### config.mk
export PLATFORM = sky130hd
export DESIGN_NAME = prf_queue
export DESIGN_NICKNAME = d
export VERILOG_FILES = /design/src/rtl/prf_pkg.sv /design/src/rtl/prf_queue.sv
export SDC_FILE = /design/constraint.sdc
export NUM_CORES = 1
export LEC_CHECK = 0
export BUFFER_PORTS_ARGS = -buffer_cell sky130_fd_sc_hd__buf_2
export CELL_PAD_IN_SITES_DETAIL_PLACEMENT = 1
export CELL_PAD_IN_SITES_GLOBAL_PLACEMENT = 1
export CORE_MARGIN = 1.5
export CORE_UTILIZATION = 40
export CTS_BUF_LIST = sky130_fd_sc_hd__clkbuf_4
export DETAILED_ROUTE_END_ITERATION = 10
export GPL_TIMING_DRIVEN = 1
export PLACE_DENSITY_LB_ADDON = 0.12
export SYNTH_ARGS = -nofsm -noshare
export SYNTH_HDL_FRONTEND = slang
export SYNTH_SLANG_ARGS = --single-unit
### constraint.sdc
create_clock -name clk -period 8.8 [get_ports clk]
set_input_delay 0.88 -clock clk [delete_from_list [all_inputs] [get_ports clk]]
set_output_delay 0.88 -clock clk [all_outputs]
set_load 0.05 [all_outputs]
### src/rtl/prf_pkg.sv
`timescale 1ns / 1ps
// ============================================================================
// prf_pkg: shared types for the packet replay filter
// Command word passed from the front classifier to the back executor.
// ============================================================================
package prf_pkg;

    // fixed field widths of one input word
    localparam int PEER_W = 4;
    localparam int SEQ_W  = 64;
    localparam int ID_W   = 64;

    // depth of the command queue between front and back
    localparam int QUEUE_DEPTH = 2;
    localparam int QPTR_W      = $clog2(QUEUE_DEPTH);

    // request kinds
    typedef enum logic {
        OP_CHECK = 1'b0,
        OP_CLEAR = 1'b1
    } op_t;

    // classified request
    typedef struct packed {
        op_t               op;
        logic [PEER_W-1:0] peer;
        logic              peer_in_range;
        logic              peer_ok;
        logic              boot;
        logic              id_zero;
        logic              seq_zero;
        logic [SEQ_W-1:0]  seq;
        logic [ID_W-1:0]   id;
    } cmd_t;

endpackage

### src/rtl/prf_queue.sv
`timescale 1ns / 1ps
// ============================================================================
// prf_queue: command queue between front and back
// Small circular buffer so either side can stall on its own.
// ============================================================================
module prf_queue
    import prf_pkg::*;
(
    input  logic clk,
    input  logic rst_n,
    input  logic push_valid,
    output logic push_ready,
    input  cmd_t push_data,
    output logic pop_valid,
    input  logic pop_ready,
    output cmd_t pop_data
);

    cmd_t              q_mem_reg [QUEUE_DEPTH];
    logic [QPTR_W-1:0] wr_ptr_reg;
    logic [QPTR_W-1:0] wr_ptr_next;
    logic [QPTR_W-1:0] rd_ptr_reg;
    logic [QPTR_W-1:0] rd_ptr_next;
    logic [QPTR_W:0]   count_reg;
    logic [QPTR_W:0]   count_next;
    logic              do_push;
    logic              do_pop;

    assign push_ready = (count_reg != (QPTR_W+1)'(QUEUE_DEPTH));
    assign pop_valid  = (count_reg != '0);
    assign pop_data   = q_mem_reg[rd_ptr_reg];
    assign do_push    = push_valid && push_ready;
    assign do_pop     = pop_valid && pop_ready;

    // pointer and occupancy update
    always_comb
    begin
        wr_ptr_next = wr_ptr_reg;
        rd_ptr_next = rd_ptr_reg;
        count_next  = count_reg;
        if (do_push)
        begin
            wr_ptr_next = (wr_ptr_reg == QPTR_W'(QUEUE_DEPTH - 1)) ? '0 : wr_ptr_reg + 1'b1;
        end
        if (do_pop)
        begin
            rd_ptr_next = (rd_ptr_reg == QPTR_W'(QUEUE_DEPTH - 1)) ? '0 : rd_ptr_reg + 1'b1;
        end
        if (do_push && !do_pop)
        begin
            count_next = count_reg + 1'b1;
        end
        else if (do_pop && !do_push)
        begin
            count_next = count_reg - 1'b1;
        end
    end

    always_ff @(posedge clk or negedge rst_n)
    begin
        if (!rst_n)
        begin
            wr_ptr_reg <= '0;
            rd_ptr_reg <= '0;
            count_reg  <= '0;
        end
        else
        begin
            wr_ptr_reg <= wr_ptr_next;
            rd_ptr_reg <= rd_ptr_next;
            count_reg  <= count_next;
        end
    end

    // entry storage
    always_ff @(posedge clk)
    begin
        if (do_push)
        begin
            q_mem_reg[wr_ptr_reg] <= push_data;
        end
    end

endmodule

==> results of run 1 <==
-- metrics by stage --
step	setup slack, ps	instance area, um2
6_report	4678	12830
2_1_floorplan	1360	10180
3_5_place_dp	5233	11900
5_1_grt	4402	12830
3_3_place_gp	5274	11900
4_1_cts	4495	12820
-- worst max-delay path, delay by kind of cell (launching register included) --
| family | cells | cell delay (ps) |
|---|---|---|
| buf+inv | 2 | 1050 |
| flops | 1 | 1050 |
| mux | 1 | 430 |
-- per-layer routing --
| layer | global-route usage | vias up | routed length, um |
|---|---|---|---|
| li1 | - | 2511 | - |
| met3 | 0.06035 | 47 | 1870 |
| met2 | 0.2799 | 219 | 11060 |
| met1 | 0.1795 | 2628 | 7964 |
| met4 | 0.07256 | 2 | 535 |
| met5 | 0 | - | 16 |
-- power by group through the flow --
stage / Clock (mW) / Combinational [mW] / Sequential, mW
floorplan: 0 / 1.72 / 1.95
global placement: 0 / 2.05 / 1.98
detailed placement: 0 / 2.06 / 2.00
CTS: 1.14 / 2.07 / 1.97
global route: 1.19 / 2.13 / 2.00
finish: 1.08 / 2.04 / 1.96
-- placed cells by master (no fill, tap or decap), types with 2 or more instances in the layout --
cell	netlist	layout
diode_2	0	3
buf_2	2	281
xnor2_1	3	3
buf_4	2	4
clkinv_1	0	10
edfxtp_1	276	276
nand2_1	2	2
clkbuf_4	0	110
dfrtp_1	4	3
mux2_2	138	138
xor2_1	2	2
clkinvlp_4	0	2
-- final timing paths --
kind / to / slack, ps / cells past startpoint
worst max register to register: q_mem_reg[1][137] / 5970 / 3
worst min register to register: count_reg[1] / 510 / 1
worst max-delay path: pop_data[4] / 4680 / 3
min in group asynchronous: rd_ptr_reg / 640 / 2
worst min-delay path: q_mem_reg[0][86] / 420 / 1
max in group asynchronous: wr_ptr_reg / 8020 / 2
-- kinds of logic (layout without fill, tap and decap cells) --
| kind of cell | after synthesis | count (layout) |
|---|---|---|
| and+or+nand+nor | 7 | 7 |
| other | 0 | 3 |
| adders and majority gates | 1 | 1 |
| DFF | 280 | 280 |
| muxes | 138 | 138 |
| buffers and inverters | 16 | 411 |
| xor gates and xnor gates | 5 | 5 |
-- cell type report --
cell class                 instances  area (um2)
sequential                       280        8392
clock buffer                     110       825.8
fill                            2490       12280
multi-input combinational        151        1657
antenna                            3       7.507
clock inverter                    14       86.33
inverter                           1       3.754
tap                              330       412.9
timing repair buffer             286        1446
==> key figures, run 1 <==
Clocking
  – CTS Buffer Depth: 3
  – Post-CTS setup buffers: 0
  – CTS resizes: 0
  – H-tree Lvls: 3
  – Clock Pin Slew Worst Setup and Hold Paths: 70 ps
  – Root Driver: clkbuf_4
  – CTS buffer count: 74
  – CTS tree: built
  – Clock Sinks: 280
  – Later-pin clock latency in the skew report: 640 ps
  – CTS Hold Bufs: 1

Synthesis
  – Async S/R FF share, synth: 0.01429
  – Synth Area in Compound Gates: 0
  – Simple-gate share of the synthesized area: 0.003317
  – Main synth FF type: edfxtp_1
  – Post-synthesis adder-cell area fraction: 0.001229
  – Synth area leaders: edfxtp_1 81%, mux2_2 15%, buf_6 1.2%
  – Yosys reg bits: 280
  – Top cell type's share of synthesized area: 0.8138
  – Mapped Area: 0.01018 mm2
  – Cells after Synth: 447
  – Synth Area per Inst: 22.78 um2
  – Yosys cell types: 15
  – Mux cell area share after synthesis: 0.1526
  – Sequential element share of the synthesized area: 0.8236
  – Top-count cell post-synth: edfxtp_1
  – Top post-synthesis cells by count: 276 x edfxtp_1, 138 x mux2_2, 11 x buf_6, 4 x dfrtp_1, 3 x xnor2_1
  – Main combinational cell family by area after synthesis: multiplexers
  – Post-synthesis xor/xnor area fraction: 0.004300
  – Count of flip-flops with a built-in enable after synthesis: 276
  – Synthesized Nets: 590
  – Post-synth top area cell: edfxtp_1
  – Yosys synthesis warning count: 0

Power and ir drop
  – Switching power share of the total: 0.4169
  – Clk pwr share: 0.213
  – Peak VDD IR: 0.2051 mV
  – Leak: 4.869 nW
  – P_int: 2.966 mW
  – Comb power frac: 0.401
  – PwrDens: 396.4 mW/mm2
  – Final Power: 5.086 mW
  – Reg power frac: 0.386
  – P_sw: 2.121 mW

Run
  – # Max-Cap Violations: 0

Cells and area
  – Post-layout util: 0.5110
  – Final net count: 937
  – Post-Layout Cell Count: 1175
  – P&R area growth vs syn: 25.98%
  – Largest register FFs: 276
  – Ratio of cells with drive above 1 in the final layout: 0.6425

Placed design
  – Post-Place Cells: 1047
  – DP HPWL: 13950 um
  – Port bufs: 281
  – Global placer's final weighted congestion: 0.7006

STA
  – Fin. Hold Viols: 0
  – Worst Clk Skew: 36.62 ps
  – Setup TNS: 0 ps
  – Period utilization: 0.4684
  – Worst slew pin tran: 1063 ps
  – Worst slew margin: 0.2912
  – Max-slew violations: 0
  – Final setup viols: 0
  – Min Clock Period, post-route: 4122 ps
  – Unrepaired setup endpoints after global routing: no
  – Maximum clock frequency: 242.6 MHz
  – WHS: 424.1 ps

GRT
  – Initial antenna violation count: 3
  – First-pass GRT wire length: 32260 um
  – Largest net degree at the start of global routing: 76
  – Vias in the first global route: 5991
  – GRT Total Usage: 0.1625
  – Total gr overflow: 0

Route
  – Final wirelength: 21450 um
  – Via/cell ratio: 4.602
  – Via count: 5407
  – DRC: 0
  – Wire length per cell: 18.25 um
  – DR pass1 iterations: 4
  – ANT nets after route: 0
  – Initial DRC Count: 277

Setup path
  – Kind of critical path: reg2out
  – Crit-path slowest cell: dfrtp_4
  – WP data required: 7920 ps
  – Slowest stage delay, CP: 1050 ps
  – Critical Path End Type: primary output
  – Crit path max fanout: 70
  – Beginning of the critical path: rd_ptr_reg
  – Worst R2R Start: count_reg[0]
  – Worst Setup Start Kind: register
  – Critical-path cell list: buf_4, mux2_2, buf_2
  – Crit path DAT: 3240 ps

Die
  – Chip Width: 162.6 um
  – Core Box Area: 0.02511 mm2
  – Die height: 162.6 um
  – Die footprint: 0.02643 mm2
  – Starting density of the core: 0.4056
  – Rows: 58
  – IO Pins: 282

Min path
  – Worst Min Path Start: push_data[86]
  – Hold Crit Class: in2reg

Outcome
  – Status: complete, no violations
Power figures use the tool's default switching activity.
==> inputs of run 2 (changes only) <==
ABC_AREA = 1   (was default)
clock period = 4.15 ns   (was 8.8 ns; I/O delays follow)
==> key figures, run 2 <==
Outcome
  – Status: complete, no violations (unchanged)

Synthesis
  – Yosys synthesis warning count: 0 (unchanged)
  – Yosys cell types: 15 (unchanged)
  – Async S/R FF share, synth: 0.01429 (unchanged)
  – Top post-synthesis cells by count: 424 x nand2_1, 276 x edfxtp_1, 14 x buf_4, 12 x buf_6, 6 x inv_1 (was 276 x edfxtp_1, 138 x mux2_2, 11 x buf_6, 4 x dfrtp_1, 3 x xnor2_1)
  – Synth Area per Inst: 13.78 um2 (was 22.78 um2)
  – Synth area leaders: edfxtp_1 80%, nand2_1 15%, buf_6 1.3% (was edfxtp_1 81%, mux2_2 15%, buf_6 1.2%)
  – Sequential element share of the synthesized area: 0.8114 (was 0.8236)
  – Synthesized Nets: 893 (was 590)
  – Top-count cell post-synth: nand2_1 (was edfxtp_1)
  – Count of flip-flops with a built-in enable after synthesis: 276 (unchanged)
  – Mapped Area: 0.01034 mm2 (was 0.01018 mm2)
  – Main synth FF type: edfxtp_1 (unchanged)
  – Top cell type's share of synthesized area: 0.8017 (was 0.8138)
  – Post-synth top area cell: edfxtp_1 (unchanged)
  – Cells after Synth: 750 (was 447)
  – Yosys reg bits: 280 (unchanged)

GRT
  – GRT Total Usage: 0.1960 (was 0.1625)
  – Total gr overflow: 0 (unchanged)
  – Largest net degree at the start of global routing: 81 (was 76)
  – Vias in the first global route: 7908 (was 5991)
  – First-pass GRT wire length: 40230 um (was 32260 um)
  – Initial antenna violation count: 2 (was 3)

Clocking
  – CTS resizes: 0 (unchanged)
  – CTS Hold Bufs: 139 (was 1)
  – CTS buffer count: 74 (unchanged)
  – Clock Sinks: 280 (unchanged)
  – Clock Pin Slew Worst Setup and Hold Paths: 60 ps (was 70 ps)
  – CTS Buffer Depth: 3 (unchanged)
  – H-tree Lvls: 3 (unchanged)
  – Later-pin clock latency in the skew report: 650 ps (was 640 ps)
  – Root Driver: clkbuf_4 (unchanged)
  – Post-CTS setup buffers: 0 (unchanged)
  – CTS tree: built (unchanged)

STA
  – Worst Clk Skew: 50.91 ps (was 36.62 ps)
  – Worst slew pin tran: 745.6 ps (was 1063 ps)
  – Unrepaired setup endpoints after global routing: no (unchanged)
  – Maximum clock frequency: 310.1 MHz
  – Setup TNS: 0 ps (unchanged)
  – Worst slew margin: 0.5030 (was 0.2912)
  – Fin. Hold Viols: 0 (unchanged)
  – Period utilization: 0.7771
  – Max-slew violations: 0 (unchanged)
  – Final setup viols: 0 (unchanged)
  – Min Clock Period, post-route: 3225 ps
  – WHS: 98.72 ps (was 424.1 ps)

Setup path
  – Crit path DAT: 2810 ps (was 3240 ps)
  – Crit path top cell by count: nand2_1
  – Critical-path cell list: inv_4, buf_12, nand2_1, nand2_1, buf_2 (was buf_4, mux2_2, buf_2)
  – Slowest stage delay, CP: 750 ps (was 1050 ps)
  – Critical Path End Type: primary output (unchanged)
  – Kind of critical path: reg2out (unchanged)
  – Crit path max fanout: 75 (was 70)
  – Crit-path slowest cell: dfrtp_4 (unchanged)
  – Worst Setup Start Kind: register (unchanged)
  – WP data required: 3730 ps (was 7920 ps)

Cells and area
  – Commonest non-fill, non-tap cell in the layout: nand2_1 (was buf_2)
  – P&R area growth vs syn: 38.62% (was 25.98%)
  – Ratio of cells with drive above 1 in the final layout: 0.3231 (was 0.6425)
  – Fillers: 2667 (was 2490)
  – Most frequent cells in the layout: 424 x nand2_1, 281 x buf_2, 276 x edfxtp_1 (was 281 x buf_2, 276 x edfxtp_1, 138 x mux2_2)
  – Largest register FFs: 276 (unchanged)
  – Final net count: 1365 (was 937)

Placed design
  – Global placer's final weighted congestion: 0.7402 (was 0.7006)
  – Port bufs: 281 (unchanged)
  – DP HPWL: 15220 um (was 13950 um)

Route
  – Total length of routed met2 wires: 13000 um (was 11060 um)
  – DRC: 0 (unchanged)
  – DR pass1 iterations: 4 (unchanged)
  – Wire length per cell: 16.26 um (was 18.25 um)
  – Final wirelength: 25990 um (was 21450 um)
  – Routed met3 length: 2117 um (was 1870 um)
  – Met1 wire length: 10250 um (was 7964 um)
  – ANT nets after route: 0 (unchanged)
  – Initial DRC Count: 331 (was 277)
  – Via/cell ratio: 4.535 (was 4.602)
  – Via count: 7247 (was 5407)
  – DR top layer: met4 (was met5)

Run
  – # Max-Cap Violations: 0 (unchanged)

Power and ir drop
  – Leak: 6.227 nW (was 4.869 nW)
  – Peak VDD IR: 0.4476 mV (was 0.2051 mV)
  – PwrDens: 811.7 mW/mm2 (was 396.4 mW/mm2)
  – Final Power: 11.63 mW (was 5.086 mW)

Die
  – Chip Width: 163.8 um (was 162.6 um)
  – Core Box Area: 0.02525 mm2 (was 0.02511 mm2)
  – IO Pins: 282 (unchanged)
  – Starting density of the core: 0.4093 (was 0.4056)
  – Die footprint: 0.02682 mm2 (was 0.02643 mm2)
  – Die height: 163.8 um (was 162.6 um)
  – Rows: 58 (unchanged)

Min path
  – Hold Crit Class: in2async (was in2reg)
## run 2: cell count changes after synthesis, moves of 2 or more
cell	change
buf_4	+12
nand3_1	+2
xnor2_1	-2
inv_1	+5
mux2_2	-138
buf_2	+2
nand2_1	+422
## run 2: cells by family after synthesis
kind of cell,count (synthesis),share of synthesized area
adders and majority gates,1,0.001210
xor gates and xnor gates,2,0.001695
and+or+nand+nor,429,0.1563
buffers and inverters,38,0.02941
DFF,280,0.8114
## run 2: final cells by class
type	count	area [um2]	share of cell area
sequential	280	8392	0.5856
multi-input combinational	432	1660	0.1159
antenna	2	5.005	0.0003493
timing repair buffer	427	2925	0.2041
inverter	7	28.78	0.002008
clock buffer	112	840.8	0.05867
tap	330	412.9	0.02881
clock inverter	8	65.06	0.004540
## run 2: stage by stage
stage	instance area, um2	utilization	setup slack (ps)	std cells
5_1_grt	14330	0.5674	705.5	1598
3_3_place_gp	12030	0.4763	1539	1337
4_1_cts	14330	0.5672	817.8	1596
3_5_place_dp	12030	0.4763	1538	1337
6_report	14330	0.5674	925.1	1598
2_1_floorplan	10340	-	-928.4	750
## run 2: metal layers
metal	up-vias	track usage
met2	258	0.3343
met1	3431	0.2270
met4	0	0.08140
met3	47	0.06414
li1	3511	-
met5	-	0
## run 2: worst max-delay path, delay by kind of cell (launching register included)
kind | cells | cell delay (ps)
DFF | 1 | 750
and+or+nand+nor | 2 | 210
buffers and inverters | 3 | 1120
## run 2: where the power goes
| group | switching, mW | internal [mW] |
|---|---|---|
| Clock | 1.05 | 1.28 |
| Combinational | 4.16 | 1.03 |
| Sequential | 0.248 | 3.86 |
| Total | 5.46 | 6.17 |
## run 2: final timing paths
path,slack (ps),cells after the start,from,to
worst max register to register,2010,5,count_reg[0],q_mem_reg[1][58]
worst min-delay path,100,2,rst_n,count_reg[1]
worst max-delay path,930,5,rd_ptr_reg,pop_data[105]
min in group clk,100,3,pop_ready,rd_ptr_reg
worst min register to register,500,1,count_reg[0],count_reg[0]
max in group asynchronous,3850,2,rst_n,rd_ptr_reg
==> inputs of run 3 (changes only) <==
ABC_AREA = 0   (was 1)
clock period = 3 ns   (was 4.15 ns; I/O delays follow)
==> key figures, run 3 (synthesis results as in run 1) <==
Run
  – # Max-Cap Violations: 0 (unchanged)

STA
  – Fin. Hold Viols: 0 (unchanged)
  – Worst slew margin: 0.4542 (was 0.5030)
  – Maximum clock frequency: 368.4 MHz
  – Max-slew violations: 0 (unchanged)
  – Worst Clk Skew: 30.63 ps (was 50.91 ps)
  – Period utilization: 0.9047
  – Unrepaired setup endpoints after global routing: no (unchanged)
  – Min Clock Period, post-route: 2714 ps
  – PnR worst setup slack: 285.8 ps (was 925.1 ps)
  – Final setup viols: 0 (unchanged)
  – Worst slew pin tran: 818.7 ps (was 745.6 ps)

Clocking
  – CTS buffer count: 73 (was 74)
  – CTS Buffer Depth: 3 (unchanged)
  – CTS tree: built (unchanged)
  – CTS resizes: 0 (unchanged)
  – H-tree Lvls: 3 (unchanged)
  – Root Driver: clkbuf_4 (unchanged)
  – Clock Pin Slew Worst Setup and Hold Paths: 60 ps (about the same)
  – Clock Sinks: 280 (unchanged)
  – Later-pin clock latency in the skew report: 640 ps (was 650 ps)
  – Post-CTS setup buffers: 0 (unchanged)
  – CTS Hold Bufs: 142 (was 139)

Setup path
  – CP Buf/Inv Count: 2 (was 3)
  – Critical Path End Type: primary output (unchanged)
  – Worst R2R Start: count_reg[0] (unchanged)
  – Worst R2R End: q_mem_reg[0][84] (was q_mem_reg[1][58])
  – Top Family by Delay on Critical Path: flip-flops (was buffers and inverters)
  – Crit-path slowest cell: dfrtp_4 (unchanged)
  – Slowest stage delay, CP: 840 ps (was 750 ps)
  – Reg2reg setup slack: 1150 ps (was 2010 ps)
  – Worst Setup Start Kind: register (unchanged)
  – Critical-path cell list: buf_12, mux2_2, buf_2 (was inv_4, buf_12, nand2_1, nand2_1, buf_2)
  – Worst reg2reg path depth: 4 (was 5)
  – Kind of critical path: reg2out (unchanged)
  – WP data required: 2700 ps (was 3730 ps)
  – Crit path max fanout: 41 (was 75)
  – Beginning of the critical path: rd_ptr_reg (unchanged)
  – Crit path DAT: 2410 ps (was 2810 ps)

Min path
  – Worst Min Path Start: push_data[74]
  – Hold Crit Class: in2reg (was in2async)
  – Hold Path End: q_mem_reg[1][74]
  – Worst Hold Depth: 2

Route
  – DRC: 0 (unchanged)
  – ANT nets after route: 0 (unchanged)
  – Wire length per cell: 18.53 um (was 16.26 um)
  – Via/cell ratio: 4.563 (was 4.535)
  – Initial DRC Count: 262 (was 331)
  – Final wirelength: 24410 um (was 25990 um)
  – DR pass1 iterations: 6 (was 4)
  – Via count: 6010 (was 7247)

GRT
  – Vias in the first global route: 7115 (was 7908)
  – Initial antenna violation count: 2 (unchanged)
  – First-pass GRT wire length: 37560 um (was 40230 um)
  – Largest net degree at the start of global routing: 139 (was 81)
  – GRT Total Usage: 0.1870 (was 0.1960)
  – Total gr overflow: 0 (unchanged)

Cells and area
  – P&R area growth vs syn: 41.28% (was 38.62%)
  – Final net count: 1079 (was 1365)
  – Final instance area: 0.01439 mm2 (was 0.01433 mm2)
  – Largest register FFs: 276 (unchanged)
  – Most frequent cells in the layout: 281 x buf_2, 276 x edfxtp_1, 142 x dlygate4sd3_1 (was 424 x nand2_1, 281 x buf_2, 276 x edfxtp_1)
  – Post-layout util: 0.5731 (was 0.5674)
  – Commonest non-fill, non-tap cell in the layout: buf_2 (was nand2_1)
  – Ratio of cells with drive above 1 in the final layout: 0.5610 (was 0.3231)

Die
  – Chip Width: 162.6 um (was 163.8 um)
  – Die height: 162.6 um (was 163.8 um)
  – Starting density of the core: 0.4056 (was 0.4093)
  – Rows: 58 (unchanged)
  – IO Pins: 282 (unchanged)
  – Die footprint: 0.02643 mm2 (was 0.02682 mm2)
  – Core Box Area: 0.02511 mm2 (was 0.02525 mm2)

Placed design
  – Post-DP Area: 0.01201 mm2 (was 0.01203 mm2)
  – Global placer's final weighted congestion: 0.7875 (was 0.7402)
  – Pre-CTS setup slack: 908.3 ps (was 1538 ps)
  – DP HPWL: 14380 um (was 15220 um)
  – Port bufs: 281 (unchanged)

Power and ir drop
  – Leak: 5.534 nW (was 6.227 nW)
  – Peak VDD IR: 0.6330 mV (was 0.4476 mV)
  – PwrDens: 1075 mW/mm2 (was 811.7 mW/mm2)
  – Final Power: 15.47 mW (was 11.63 mW)

Outcome
  – Status: complete, no violations (unchanged)
==> run 3: cell count changes in the layout (fill, tap and decap cells not counted), moves of 2 or more <==
cell,previous run,this run
dlygate4sd3_1,139,142
nand3_1,2,0
nand2_1,424,1
xnor2_1,1,3
mux2_2,0,138
inv_1,6,1
clkbuf_4,112,116
==> run 3: stage by stage <==
step	TNS (ps)	hold slack, ps	instances
after floorplan	-26420	4.409	447
after global placement	0	108.5	1049
after detailed placement	0	119.8	1049
after CTS	0	296.1	1314
after global routing	0	304.9	1317
final	0	376.8	1317
==> run 3: layout make-up <==
type | count | area (um2)
antenna | 3 | 7.507
clock buffer | 116 | 870.8
fill | 2430 | 10720
clock inverter | 7 | 82.58
inverter | 1 | 3.754
sequential | 280 | 8392
tap | 330 | 412.9
timing repair buffer | 429 | 2948
multi-input combinational | 151 | 1672
==> run 3: power breakdown <==
group          total (mW)  switching [mW]  internal, mW  leakage (nW)
clock network        3.37            1.47          1.91         0.574
logic                6.40            4.59          1.81          2.35
registers            5.70           0.341          5.35          2.61
total                15.5            6.39          9.07          5.53
==> run 3: worst max-delay path by stage <==
| stage | slack (ps) | to | cells past startpoint |
|---|---|---|---|
| floorplan | -190 | q_mem_reg[0][0] | 3 |
| global placement | 920 | pop_data[39] | 3 |
| detailed placement | 910 | pop_data[39] | 3 |
| CTS | 180 | pop_data[39] | 3 |
| global route | 130 | pop_data[39] | 3 |
| finish | 290 | pop_data[39] | 3 |
==> run 3: metal layers <==
layer / GRT usage / vias up / routed length, um
li1: - / 2802 / -
met1: 0.2060 / 2935 / 9256
met2: 0.3329 / 230 / 12950
met3: 0.06162 / 43 / 1660
met4: 0.07423 / 0 / 542
met5: 0 / - / 0
